[src/mtop_pkg.sv]
`timescale 1ns / 1ps
package mtop_pkg;

  localparam logic [1:0] OP_TICK   = 2'd0;
  localparam logic [1:0] OP_START  = 2'd1;
  localparam logic [1:0] OP_STOP   = 2'd2;
  localparam logic [1:0] OP_UNUSED = 2'd3;

  localparam logic [2:0] EV_STARTED   = 3'd0;
  localparam logic [2:0] EV_START_REF = 3'd1;
  localparam logic [2:0] EV_START_IGN = 3'd2;
  localparam logic [2:0] EV_STOPPED   = 3'd3;
  localparam logic [2:0] EV_STOP_REF  = 3'd4;
  localparam logic [2:0] EV_TIMEOUT   = 3'd5;
  localparam logic [2:0] EV_TICK_DONE = 3'd6;

  // -2^32 in 34-bit two's complement
  localparam logic [33:0] REM_MIN_W = 34'h3_0000_0000;

  typedef struct packed {
    logic latch;
    logic do_start;
    logic do_stop;
    logic walk_issue;
    logic do_free;
  } cmd_t;

  typedef struct packed {
    logic walk_end;
  } status_t;

endpackage

[src/mtop_ctrl.sv]
`timescale 1ns / 1ps
module mtop_ctrl import mtop_pkg::*; (
  input  logic       clk,
  input  logic       rst,
  input  logic       start,
  input  logic [1:0] operation,
  input  status_t    status,
  output logic       busy,
  output cmd_t       cmd
);

  typedef enum logic [2:0] {
    S_IDLE,
    S_EXEC_START,
    S_EXEC_STOP,
    S_WALK,
    S_LAST,
    S_FREE
  } state_t;

  state_t state;
  logic   accept;

  assign accept = start && !busy;

  always_comb begin
    cmd            = '0;
    cmd.latch      = (state == S_IDLE) && accept;
    cmd.do_start   = (state == S_EXEC_START);
    cmd.do_stop    = (state == S_EXEC_STOP);
    cmd.walk_issue = (state == S_WALK);
    cmd.do_free    = (state == S_FREE);
  end

  always_ff @(posedge clk) begin
    if (rst) begin
      state <= S_IDLE;
      busy  <= 1'b0;
    end else begin
      unique case (state)
        S_IDLE: begin
          if (accept) begin
            unique case (operation)
              OP_TICK: begin
                state <= S_WALK;
                busy  <= 1'b1;
              end
              OP_START: begin
                state <= S_EXEC_START;
                busy  <= 1'b1;
              end
              OP_STOP: begin
                state <= S_EXEC_STOP;
                busy  <= 1'b1;
              end
              default: begin
                state <= S_IDLE;
              end
            endcase
          end
        end
        S_EXEC_START, S_EXEC_STOP: begin
          state <= S_IDLE;
          busy  <= 1'b0;
        end
        S_WALK: begin
          if (status.walk_end) begin
            state <= S_LAST;
          end
        end
        S_LAST: begin
          state <= S_FREE;
        end
        S_FREE: begin
          state <= S_IDLE;
          busy  <= 1'b0;
        end
        default: begin
          state <= S_IDLE;
          busy  <= 1'b0;
        end
      endcase
    end
  end

endmodule

[src/mtop_datapath.sv]
`timescale 1ns / 1ps
module mtop_datapath import mtop_pkg::*; #(
  parameter int NUM_TIMERS = 16
) (
  input  logic        clk,
  input  logic        rst,
  input  cmd_t        cmd,
  input  logic [3:0]  timer_id,
  input  logic [15:0] elapsed_ms,
  input  logic [30:0] initial_remaining,
  input  logic [30:0] interval_ms,
  input  logic        periodic,
  output status_t     status,
  output logic        result_strobe,
  output logic [3:0]  timer_id_out,
  output logic [2:0]  event_res,
  output logic        last
);

  localparam int IDX_W = (NUM_TIMERS > 1) ? $clog2(NUM_TIMERS) : 1;
  localparam logic [8:0] NUM_W = 9'(NUM_TIMERS);

  // slot store
  logic [32:0] rem_mem [NUM_TIMERS];
  logic [30:0] int_mem [NUM_TIMERS];
  logic        per_mem [NUM_TIMERS];

  logic [NUM_TIMERS-1:0] present;
  logic [NUM_TIMERS-1:0] pending;

  // latched transaction
  logic [3:0]  l_id;
  logic [15:0] l_elapsed;
  logic [30:0] l_init;
  logic [30:0] l_int;
  logic        l_per;

  // walk
  logic [IDX_W-1:0] wcnt;
  logic             s1_vld;
  logic [IDX_W-1:0] s1_idx;
  logic [32:0]      rd_rem;
  logic [30:0]      rd_int;
  logic             rd_per;

  logic [IDX_W-1:0] sidx;
  logic             in_range;
  logic             start_ok;
  logic             stop_ok;
  logic             s1_live;
  logic [33:0]      diff;
  logic [32:0]      satr;
  logic             neg;
  logic [32:0]      newr;

  assign sidx     = IDX_W'(l_id);
  assign in_range = 9'(l_id) < NUM_W;
  assign start_ok = in_range && !present[sidx];
  assign stop_ok  = in_range && present[sidx] && !pending[sidx];
  assign s1_live  = s1_vld && present[s1_idx];

  assign diff = {rd_rem[32], rd_rem} - {18'd0, l_elapsed};
  assign satr = ($signed(diff) < $signed(REM_MIN_W)) ? REM_MIN_W[32:0] : diff[32:0];
  assign neg  = satr[32];
  assign newr = neg ? (satr + {2'b00, rd_int}) : satr;

  assign status.walk_end = (wcnt == IDX_W'(NUM_TIMERS - 1));

  always_ff @(posedge clk) begin
    if (cmd.latch) begin
      l_id      <= timer_id;
      l_elapsed <= elapsed_ms;
      l_init    <= initial_remaining;
      l_int     <= interval_ms;
      l_per     <= periodic;
    end
  end

  // memory write port
  always_ff @(posedge clk) begin
    if (cmd.do_start && start_ok) begin
      rem_mem[sidx] <= {2'b00, l_init};
      int_mem[sidx] <= l_int;
      per_mem[sidx] <= l_per;
    end else if (s1_live) begin
      rem_mem[s1_idx] <= newr;
    end
  end

  // memory read port
  always_ff @(posedge clk) begin
    if (cmd.walk_issue) begin
      rd_rem <= rem_mem[wcnt];
      rd_int <= int_mem[wcnt];
      rd_per <= per_mem[wcnt];
      s1_idx <= wcnt;
    end
  end

  always_ff @(posedge clk) begin
    if (rst) begin
      wcnt   <= '0;
      s1_vld <= 1'b0;
    end else begin
      s1_vld <= cmd.walk_issue;
      if (cmd.latch) begin
        wcnt <= '0;
      end else if (cmd.walk_issue) begin
        wcnt <= wcnt + 1'b1;
      end
    end
  end

  always_ff @(posedge clk) begin
    if (rst) begin
      present <= '0;
      pending <= '0;
    end else begin
      if (cmd.do_start && start_ok) begin
        present[sidx] <= 1'b1;
        pending[sidx] <= 1'b0;
      end
      if (cmd.do_stop && stop_ok) begin
        pending[sidx] <= 1'b1;
      end
      if (s1_live && neg && !rd_per) begin
        pending[s1_idx] <= 1'b1;
      end
      if (cmd.do_free) begin
        present <= present & ~pending;
        pending <= '0;
      end
    end
  end

  // result register
  always_ff @(posedge clk) begin
    if (rst) begin
      result_strobe <= 1'b0;
    end else begin
      result_strobe <= cmd.do_start || cmd.do_stop || cmd.do_free || (s1_live && neg);
    end
  end

  always_ff @(posedge clk) begin
    if (cmd.do_start) begin
      timer_id_out <= l_id;
      last         <= 1'b1;
      if (!in_range) begin
        event_res <= EV_START_REF;
      end else if (present[sidx] && !pending[sidx]) begin
        event_res <= EV_START_REF;
      end else if (present[sidx]) begin
        event_res <= EV_START_IGN;
      end else begin
        event_res <= EV_STARTED;
      end
    end else if (cmd.do_stop) begin
      timer_id_out <= l_id;
      last         <= 1'b1;
      event_res    <= stop_ok ? EV_STOPPED : EV_STOP_REF;
    end else if (cmd.do_free) begin
      timer_id_out <= 4'd0;
      last         <= 1'b1;
      event_res    <= EV_TICK_DONE;
    end else if (s1_live && neg) begin
      timer_id_out <= 4'(s1_idx);
      last         <= 1'b0;
      event_res    <= EV_TIMEOUT;
    end
  end

endmodule

[src/multi_timer_oneshot_periodic.sv]
`timescale 1ns / 1ps
// Timer table of NUM_TIMERS slots. Start and stop transactions are accepted from the
// idle state and carried out in an execute state; the result is registered from the
// execute state. A tick walks the slot memory one slot per cycle through a single
// read port, then frees the marked slots; busy stays high until the slots are freed
// and one transaction is in flight at a time. Timeout results come out in slot order,
// at most one per cycle, followed by the tick done result with last set. Results are
// shown for a single cycle on result_strobe and cannot be held off by the receiver.
module multi_timer_oneshot_periodic import mtop_pkg::*; #(
  parameter int NUM_TIMERS = 16
) (
  input  logic        clk,
  input  logic        rst,
  input  logic        start,
  output logic        busy,
  input  logic [1:0]  operation,
  input  logic [3:0]  timer_id,
  input  logic [15:0] elapsed_ms,
  input  logic [30:0] initial_remaining,
  input  logic [30:0] interval_ms,
  input  logic        periodic,
  output logic        result_strobe,
  output logic [3:0]  timer_id_out,
  output logic [2:0]  event_res,
  output logic        last
);

  cmd_t    cmd;
  status_t status;

  mtop_ctrl u_ctrl (
    .clk       (clk),
    .rst       (rst),
    .start     (start),
    .operation (operation),
    .status    (status),
    .busy      (busy),
    .cmd       (cmd)
  );

  mtop_datapath #(
    .NUM_TIMERS (NUM_TIMERS)
  ) u_datapath (
    .clk               (clk),
    .rst               (rst),
    .cmd               (cmd),
    .timer_id          (timer_id),
    .elapsed_ms        (elapsed_ms),
    .initial_remaining (initial_remaining),
    .interval_ms       (interval_ms),
    .periodic          (periodic),
    .status            (status),
    .result_strobe     (result_strobe),
    .timer_id_out      (timer_id_out),
    .event_res         (event_res),
    .last              (last)
  );

endmodule

[config.mk]
export PLATFORM = sky130hd
export DESIGN_NAME = multi_timer_oneshot_periodic
export DESIGN_NICKNAME = d
export VERILOG_FILES = /design/src/mtop_pkg.sv /design/src/mtop_ctrl.sv /design/src/mtop_datapath.sv /design/src/multi_timer_oneshot_periodic.sv
export SDC_FILE = /design/constraint.sdc
export NUM_CORES = 1
export LEC_CHECK = 0
export BUFFER_PORTS_ARGS = -buffer_cell sky130_fd_sc_hd__buf_4
export CAP_MARGIN = 10
export CORE_MARGIN = 2
export CORE_UTILIZATION = 25
export CTS_CLUSTER_DIAMETER = 50
export CTS_CLUSTER_SIZE = 10
export DETAILED_ROUTE_END_ITERATION = 8
export GPL_TIMING_DRIVEN = 0
export MAX_ROUTING_LAYER = met4
export PLACE_DENSITY_LB_ADDON = 0.1
export SKIP_CTS_REPAIR_TIMING = 1
export SKIP_LAST_GASP = 1
export SLEW_MARGIN = 20
export SYNTH_ARGS = -nofsm -noshare
export SYNTH_HDL_FRONTEND = slang
export SYNTH_SLANG_ARGS = --single-unit
[constraint.sdc]
create_clock -name clk -period 26 [get_ports clk]
set_clock_uncertainty 0.15 [all_clocks]
set_input_delay 1.3 -clock clk [delete_from_list [all_inputs] [get_ports clk]]
set_output_delay 1.3 -clock clk [all_outputs]
set_load 0.02 [all_outputs]
==> flow_summary_export.csv, run 1 <==
group,metric,value,unit
timing,fin_setup_tns,0,ns
floorplan,die_h,450,um
flow_run,cap_violations,0,
clock_network,tritoncts.num_buffers,174,
setup_path,rr_worst_depth,22,
clock_network,cts_buffer_depth,3,
placed_design,placed_cells,5299,
clock_network,clkTransAtPathRegs,0.06,ns
synth,ys_top_cells_by_area,"edfxtp_1, mux4_2, dfxtp_1",
status,status,"finished, final reports clean",
floorplan,die_w,450,um
clock_network,cts_tree,"built",
clock_network,clock_latency,0.81,ns
detailed_routing,dr.pass1.iters,5,
timing,hold_viol_final,0,
synth,yosysTopAreaCellShare,72.3,%
clock_network,root_buffer,"clkbuf_16",
synth,yosysSeqAreaShare,74.0,%
detailed_routing,wl_per_cell,28.3,um
timing,setup_slack,18.74,ns
placed_design,place_area,55500,um^2
floorplan,die_area,203000,um^2
timing,setup_viol,0,
hold_path,min_path_cells,0,
global_routing,overflow,0,
synth,synthTopCellsByCount,"edfxtp_1, mux4_2, nor2_1",
synth,synth_area,49800,um^2
detailed_routing,drt_iter0_drc,1869,
timing,worstMarginPinSlew,1.15,ns
synth,ys_warn_count,0,
floorplan,coreArea,198000,um^2
synth,synth-seq-cells,1242,
setup_path,crit_path_max_incr_delay,0.62,ns
power,vdd_ir_drop_max,0.0645,mV
synth,synth-edff-count,1199,
power,p_leak,18.9,nW
synth,syn_inst,2485,
global_routing,antenna_found_initial,2,
synth,syn_avg_cell_area,20.0,um^2
timing,fin_crit_sh,27.9,%
synth,yosysTopAreaCell,"edfxtp_1",
layout,final_cell_area,61100,um^2
floorplan,start_util,25.2,%
setup_path,cp_max_fo,16,
layout,fillers,19100,
setup_path,crit_required,26.39,ns
global_routing,grt_max_degree,50,
timing,fin_crit,7.26,ns
setup_path,path_class,"reg2reg",
timing,max_freq,138,MHz
detailed_routing,viasPerCell,4.60,
layout,instances_no_fill,5592,
timing,drv_slew,0,
layout,final_layout_size_suffix_gt1_share,30.0,%
timing,maxSlewHeadroom,23.1,%
detailed_routing,dr_total_vias,25700,
synth,synth.distinct_cells,66,
floorplan,ios,98,
power,p_per_area,77.0,nW/um^2
layout,syn_to_final_growth,22.6,%
setup_path,startpoint_type,"flop",
setup_path,endpoint_kind,"flop",
setup_path,crit_arrival,7.65,ns
setup_path,critPathTopFamily,"compound AO/OA/AOI/OAI gates",
placed_design,place_ws,18.48,ns
setup_path,crit_buf_inv,2,
timing,rsz0062_at_grt,"false",
clock_network,cts_sinks,1242,
placed_design,globalplace.congestion,0.850,
placed_design,hpwl,105,mm
layout,nNetsFinal,2976,
synth,async_flop_share,0,%
setup_path,cp_slowest_cell,"o31ai_1",
global_routing,grt_pass1_vias,27500,
hold_path,min_path_type,"reg2reg",
global_routing,track_usage,16.1,%
detailed_routing,drc_errors,0,
synth,ys.flop_type,"edfxtp_1",
synth,synth.most_common_cell,"edfxtp_1",
detailed_routing,ant_nets,0,
synth,syn-num-nets,2623,
clock_network,h-tree-depth,4,
setup_path,cp.depth,22,
global_routing,grt_pass1_wl,221,mm
detailed_routing,wl,158,mm
placed_design,io_buffers,97,
setup_path,path_cells,"ha_1 -> a21o_1 -> a2111oi_4 -> nor3_2 -> a2111oi_4 -> nand2_1 -> nor3_1 -> a21oi_1 -> nor2b_1 -> clkbuf_1 -> nor2_1 -> ha_1 -> clkbuf_1 -> a211oi_1 -> o21a_1 -> o311a_1 -> and3_1 -> o31ai_1 -> a311o_1 -> xnor2_1 -> o22ai_1 -> a21o_1",
floorplan,num_rows,163,
==> through the flow <==
stage / hold slack [ns] / total power, mW / util, %
finish: 0.284 / 4.70 / 30.9
global route: 0.288 / 4.87 / 30.9
CTS: 0.286 / 4.77 / 30.9
detailed placement: 0.272 / 2.48 / 28.1
global placement: 0.279 / 2.47 / 27.2
floorplan: 0.256 / 2.39 / -
==> final cells by class <==
cell class                 count  area [um^2]  share of cell area (%)
sequential                  1242        36900                    60.4
multi-input combinational   1092        12600                    20.6
clock buffer                 199         4510                    7.39
tap                         2640         3300                    5.41
timing repair buffer         177         2140                    3.51
clock inverter                90          993                    1.63
buffer                       115          507                   0.830
inverter                      36          168                   0.274
antenna                        1         2.50                 0.00410
==> layer usage <==
layer | global-route usage, % | vias to the layer above | wire length [um] | share of wire (%)
met2 | 26.6 | 594 | 79100 | 50
li1 | - | 11000 | - | -
met4 | 3.68 | 0 | 2980 | 1.9
met3 | 2.67 | 193 | 6080 | 3.8
met1 | 20.9 | 13900 | 70300 | 44
met5 | - | - | 0 | 0
==> registers in the layout (all words and copies together), names as in the netlist, 3 cells and up <==
| signal | count |
|---|---|
| u_datapath.l_elapsed | 16 |
| u_datapath.rd_int | 31 |
| u_datapath.rd_rem | 33 |
| u_datapath.l_id | 4 |
| u_datapath.l_int | 31 |
| u_ctrl.state | 3 |
| u_datapath.wcnt | 4 |
| u_datapath.event_res | 3 |
| u_datapath.int_mem | 496 |
| u_datapath.present | 16 |
| u_datapath.timer_id_out | 4 |
| u_datapath.per_mem | 16 |
| u_datapath.l_init | 31 |
| u_datapath.s1_idx | 4 |
| u_datapath.pending | 16 |
| u_datapath.rem_mem | 528 |
==> placed cells by master, fill, tap and decap left out, types with 25 or more instances in the layout <==
master	count
nor2_1	94
buf_12	34
o21ai_0	35
clkbuf_2	25
a21oi_1	96
ha_1	48
dfxtp_1	43
mux4_2	340
clkbuf_16	177
xnor2_1	30
clkbuf_1	80
buf_4	107
edfxtp_1	1199
buf_2	35
nand2_1	109
==> where the power goes <==
group	switching [mW]	total, mW	internal, mW
combinational	0.108	0.170	0.0613
sequential	0.0273	2.26	2.24
clock	0.905	2.27	1.37
==> worst paths after layout <==
check / from / to / slack (ns)
setup / recovery: u_datapath.rd_rem[10]$_DFFE_PP_ / u_datapath.rem_mem[10][30]$_DFFE_PP_ / 18.74
hold / removal: u_datapath.wcnt[2]$_SDFFE_PP0P_ / u_datapath.s1_idx[2]$_DFFE_PP_ / 0.28
setup reg to reg: u_datapath.rd_rem[10]$_DFFE_PP_ / u_datapath.rem_mem[10][30]$_DFFE_PP_ / 18.74
hold reg to reg: u_datapath.wcnt[2]$_SDFFE_PP0P_ / u_datapath.s1_idx[2]$_DFFE_PP_ / 0.28
==> cell families after synthesis <==
family	synth area share [%]
AOI/OAI and AO/OA	3.43
and+or+nand+nor	3.65
xor gates and xnor gates	0.932
muxes	15.5
buffers and inverters	1.18
DFF	74.0
adders and majority gates	1.29
Power figures use the tool's default switching activity.
==> run 2: changes to the inputs <==
==> constraint.sdc (replaced) <==
create_clock -name clk -period 6.2 [get_ports clk]
set_clock_uncertainty 0.15 [all_clocks]
set_input_delay 0.31 -clock clk [delete_from_list [all_inputs] [get_ports clk]]
set_output_delay 0.31 -clock clk [all_outputs]
set_load 0.02 [all_outputs]
==> run 2 against run 1 <==
  * Count of clock-buffer cells in the layout shrank 6
  * Maximum frequency is 23% higher
  * Wire length is 0.75% higher
  * Critical path type unchanged
  * Highest routed layer unchanged
==> flow_summary_export.csv, run 2 (synthesized netlist as in run 1, its figures left out) <==
group,metric,value,unit
global_routing,track_usage,16.1,%
floorplan,die_area,203000,um^2
detailed_routing,drc_errors,0,
global_routing,grt_max_degree,48,
floorplan,die_w,450,um
layout,layout_commonest_cell,"edfxtp_1",
detailed_routing,wl_per_cell,28.2,um
power,vdd_ir_drop_max,0.239,mV
clock_network,clock_latency,0.80,ns
status,status,"finished, final reports clean",
setup_path,path_class,"reg2reg",
floorplan,ios,98,
placed_design,placed_cells,5291,
detailed_routing,viasPerCell,4.61,
setup_path,startpoint_type,"flop",
clock_network,cts_buffer_depth,3,
timing,fin_crit_sh,95.2,%
setup_path,crit_required,6.57,ns
timing,fin_crit,5.90,ns
floorplan,die_h,450,um
power,design_power_total,19.5,mW
global_routing,overflow,0,
power,p_per_area,314,nW/um^2
floorplan,coreArea,198000,um^2
clock_network,tritoncts.num_buffers,170,
clock_network,cts_tree,"built",
layout,fillers,19000,
setup_path,crit_arrival,6.27,ns
placed_design,place_area,55500,um^2
global_routing,grt_pass1_wl,219,mm
global_routing,grt_pass1_vias,27300,
layout,largest_register_ffs,528,
placed_design,hpwl,105,mm
hold_path,min_path_type,"in2reg",
timing,hold_viol_final,0,
timing,worstMarginPinSlew,1.27,ns
timing,setup_slack,0.298,ns
layout,top_register,"u_datapath.rem_mem",
timing,max_freq,169,MHz
layout,final_cell_area,62100,um^2
clock_network,clkTransAtPathRegs,0.05,ns
detailed_routing,drt_iter0_drc,2185,
timing,fin_setup_tns,0,ns
placed_design,globalplace.congestion,0.842,
timing,rsz0062_at_grt,"false",
clock_network,root_buffer,"clkbuf_16",
floorplan,start_util,25.2,%
layout,final_cell_mix,"edfxtp_1, mux4_2, clkbuf_16",
layout,final_layout_size_suffix_gt1_share,30.6,%
layout,instances_no_fill,5663,
timing,setup_viol,0,
flow_run,cap_violations,0,
layout,nNetsFinal,3063,
detailed_routing,dr.pass1.iters,5,
timing,drv_slew,0,
timing,maxSlewHeadroom,15.5,%
detailed_routing,wl,160,mm
clock_network,h-tree-depth,4,
placed_design,place_ws,-1.30,ns
power,p_leak,19.2,nW
setup_path,endpoint_kind,"flop",
placed_design,io_buffers,97,
floorplan,num_rows,163,
setup_path,cp_max_fo,10,
global_routing,antenna_found_initial,13,
detailed_routing,dr_total_vias,26100,
layout,syn_to_final_growth,24.8,%
clock_network,cts_sinks,1242,
layout,reg_top3,"u_datapath.rem_mem x528, u_datapath.int_mem x496, u_datapath.rd_rem x33",
detailed_routing,ant_nets,0,
## run 2: worst max-delay path, cell delays in order (launching register included)
cell       delay [ns]
edfxtp_1         0.36
inv_1            0.11
ha_2             0.32
a21o_1           0.22
a2111oi_4        0.36
nor3_2           0.14
a2111oi_4        0.29
buf_4            0.20
nand2_2          0.11
nor3_2           0.12
a21oi_1          0.06
nor2b_2          0.11
buf_4            0.15
buf_4            0.20
nor2_1           0.08
ha_1             0.35
or2_2            0.33
a21oi_1          0.33
o311a_1          0.19
and3_2           0.24
o31ai_4          0.11
a311o_1          0.41
xnor2_1          0.21
o22ai_2          0.18
a21o_4           0.28
## run 2: metal layers
metal,wire (um),up-vias,track usage (%)
li1,-,11200,-
met1,70200,14100,20.9
met2,79400,673,26.2
met3,6200,206,2.48
met4,3780,0,4.50
met5,0,-,-
## run 2: report_power, final
part           switching (mW)  internal, mW
logic                   0.479         0.317
clock network            3.68          5.53
registers               0.116          9.37
total                    4.27          15.2
## run 2: layout make-up
type                    count  area (um^2)  area share [%]
flip-flops and latches   1242        36900            59.3
inverters                  36          168           0.270
well taps                2640         3300            5.32
repair buffers            269         3130            5.04
multi-input cells        1093        12900            20.7
diodes                      1         2.50         0.00403
clock inverters            76          851            1.37
clock buffers             193         4400            7.09
plain buffers             113          519           0.836
## run 2: worst paths after layout
path / slack [ns] / from / cells after the start / endpoint
worst max register to register: 0.30 / u_datapath.l_elapsed[8]$_DFFE_PP_ / 24 / u_datapath.rem_mem[11][30]$_DFFE_PP_
worst min-delay path: 0.07 / interval_ms[16] / 2 / u_datapath.l_int[16]$_DFFE_PP_
worst max-delay path: 0.30 / u_datapath.l_elapsed[8]$_DFFE_PP_ / 24 / u_datapath.rem_mem[11][30]$_DFFE_PP_
worst min register to register: 0.29 / u_datapath.wcnt[2]$_SDFFE_PP0P_ / 0 / u_datapath.s1_idx[2]$_DFFE_PP_
## run 2: per-stage QoR
| step | util [%] | hold slack (ns) |
|---|---|---|
| 2_1_floorplan | - | 0.256 |
| 3_5_place_dp | 28.1 | 0.280 |
| 4_1_cts | 30.7 | -0.559 |
| 3_3_place_gp | 27.2 | 0.277 |
| 5_1_grt | 31.4 | 0.00802 |
| 6_report | 31.4 | 0.0719 |
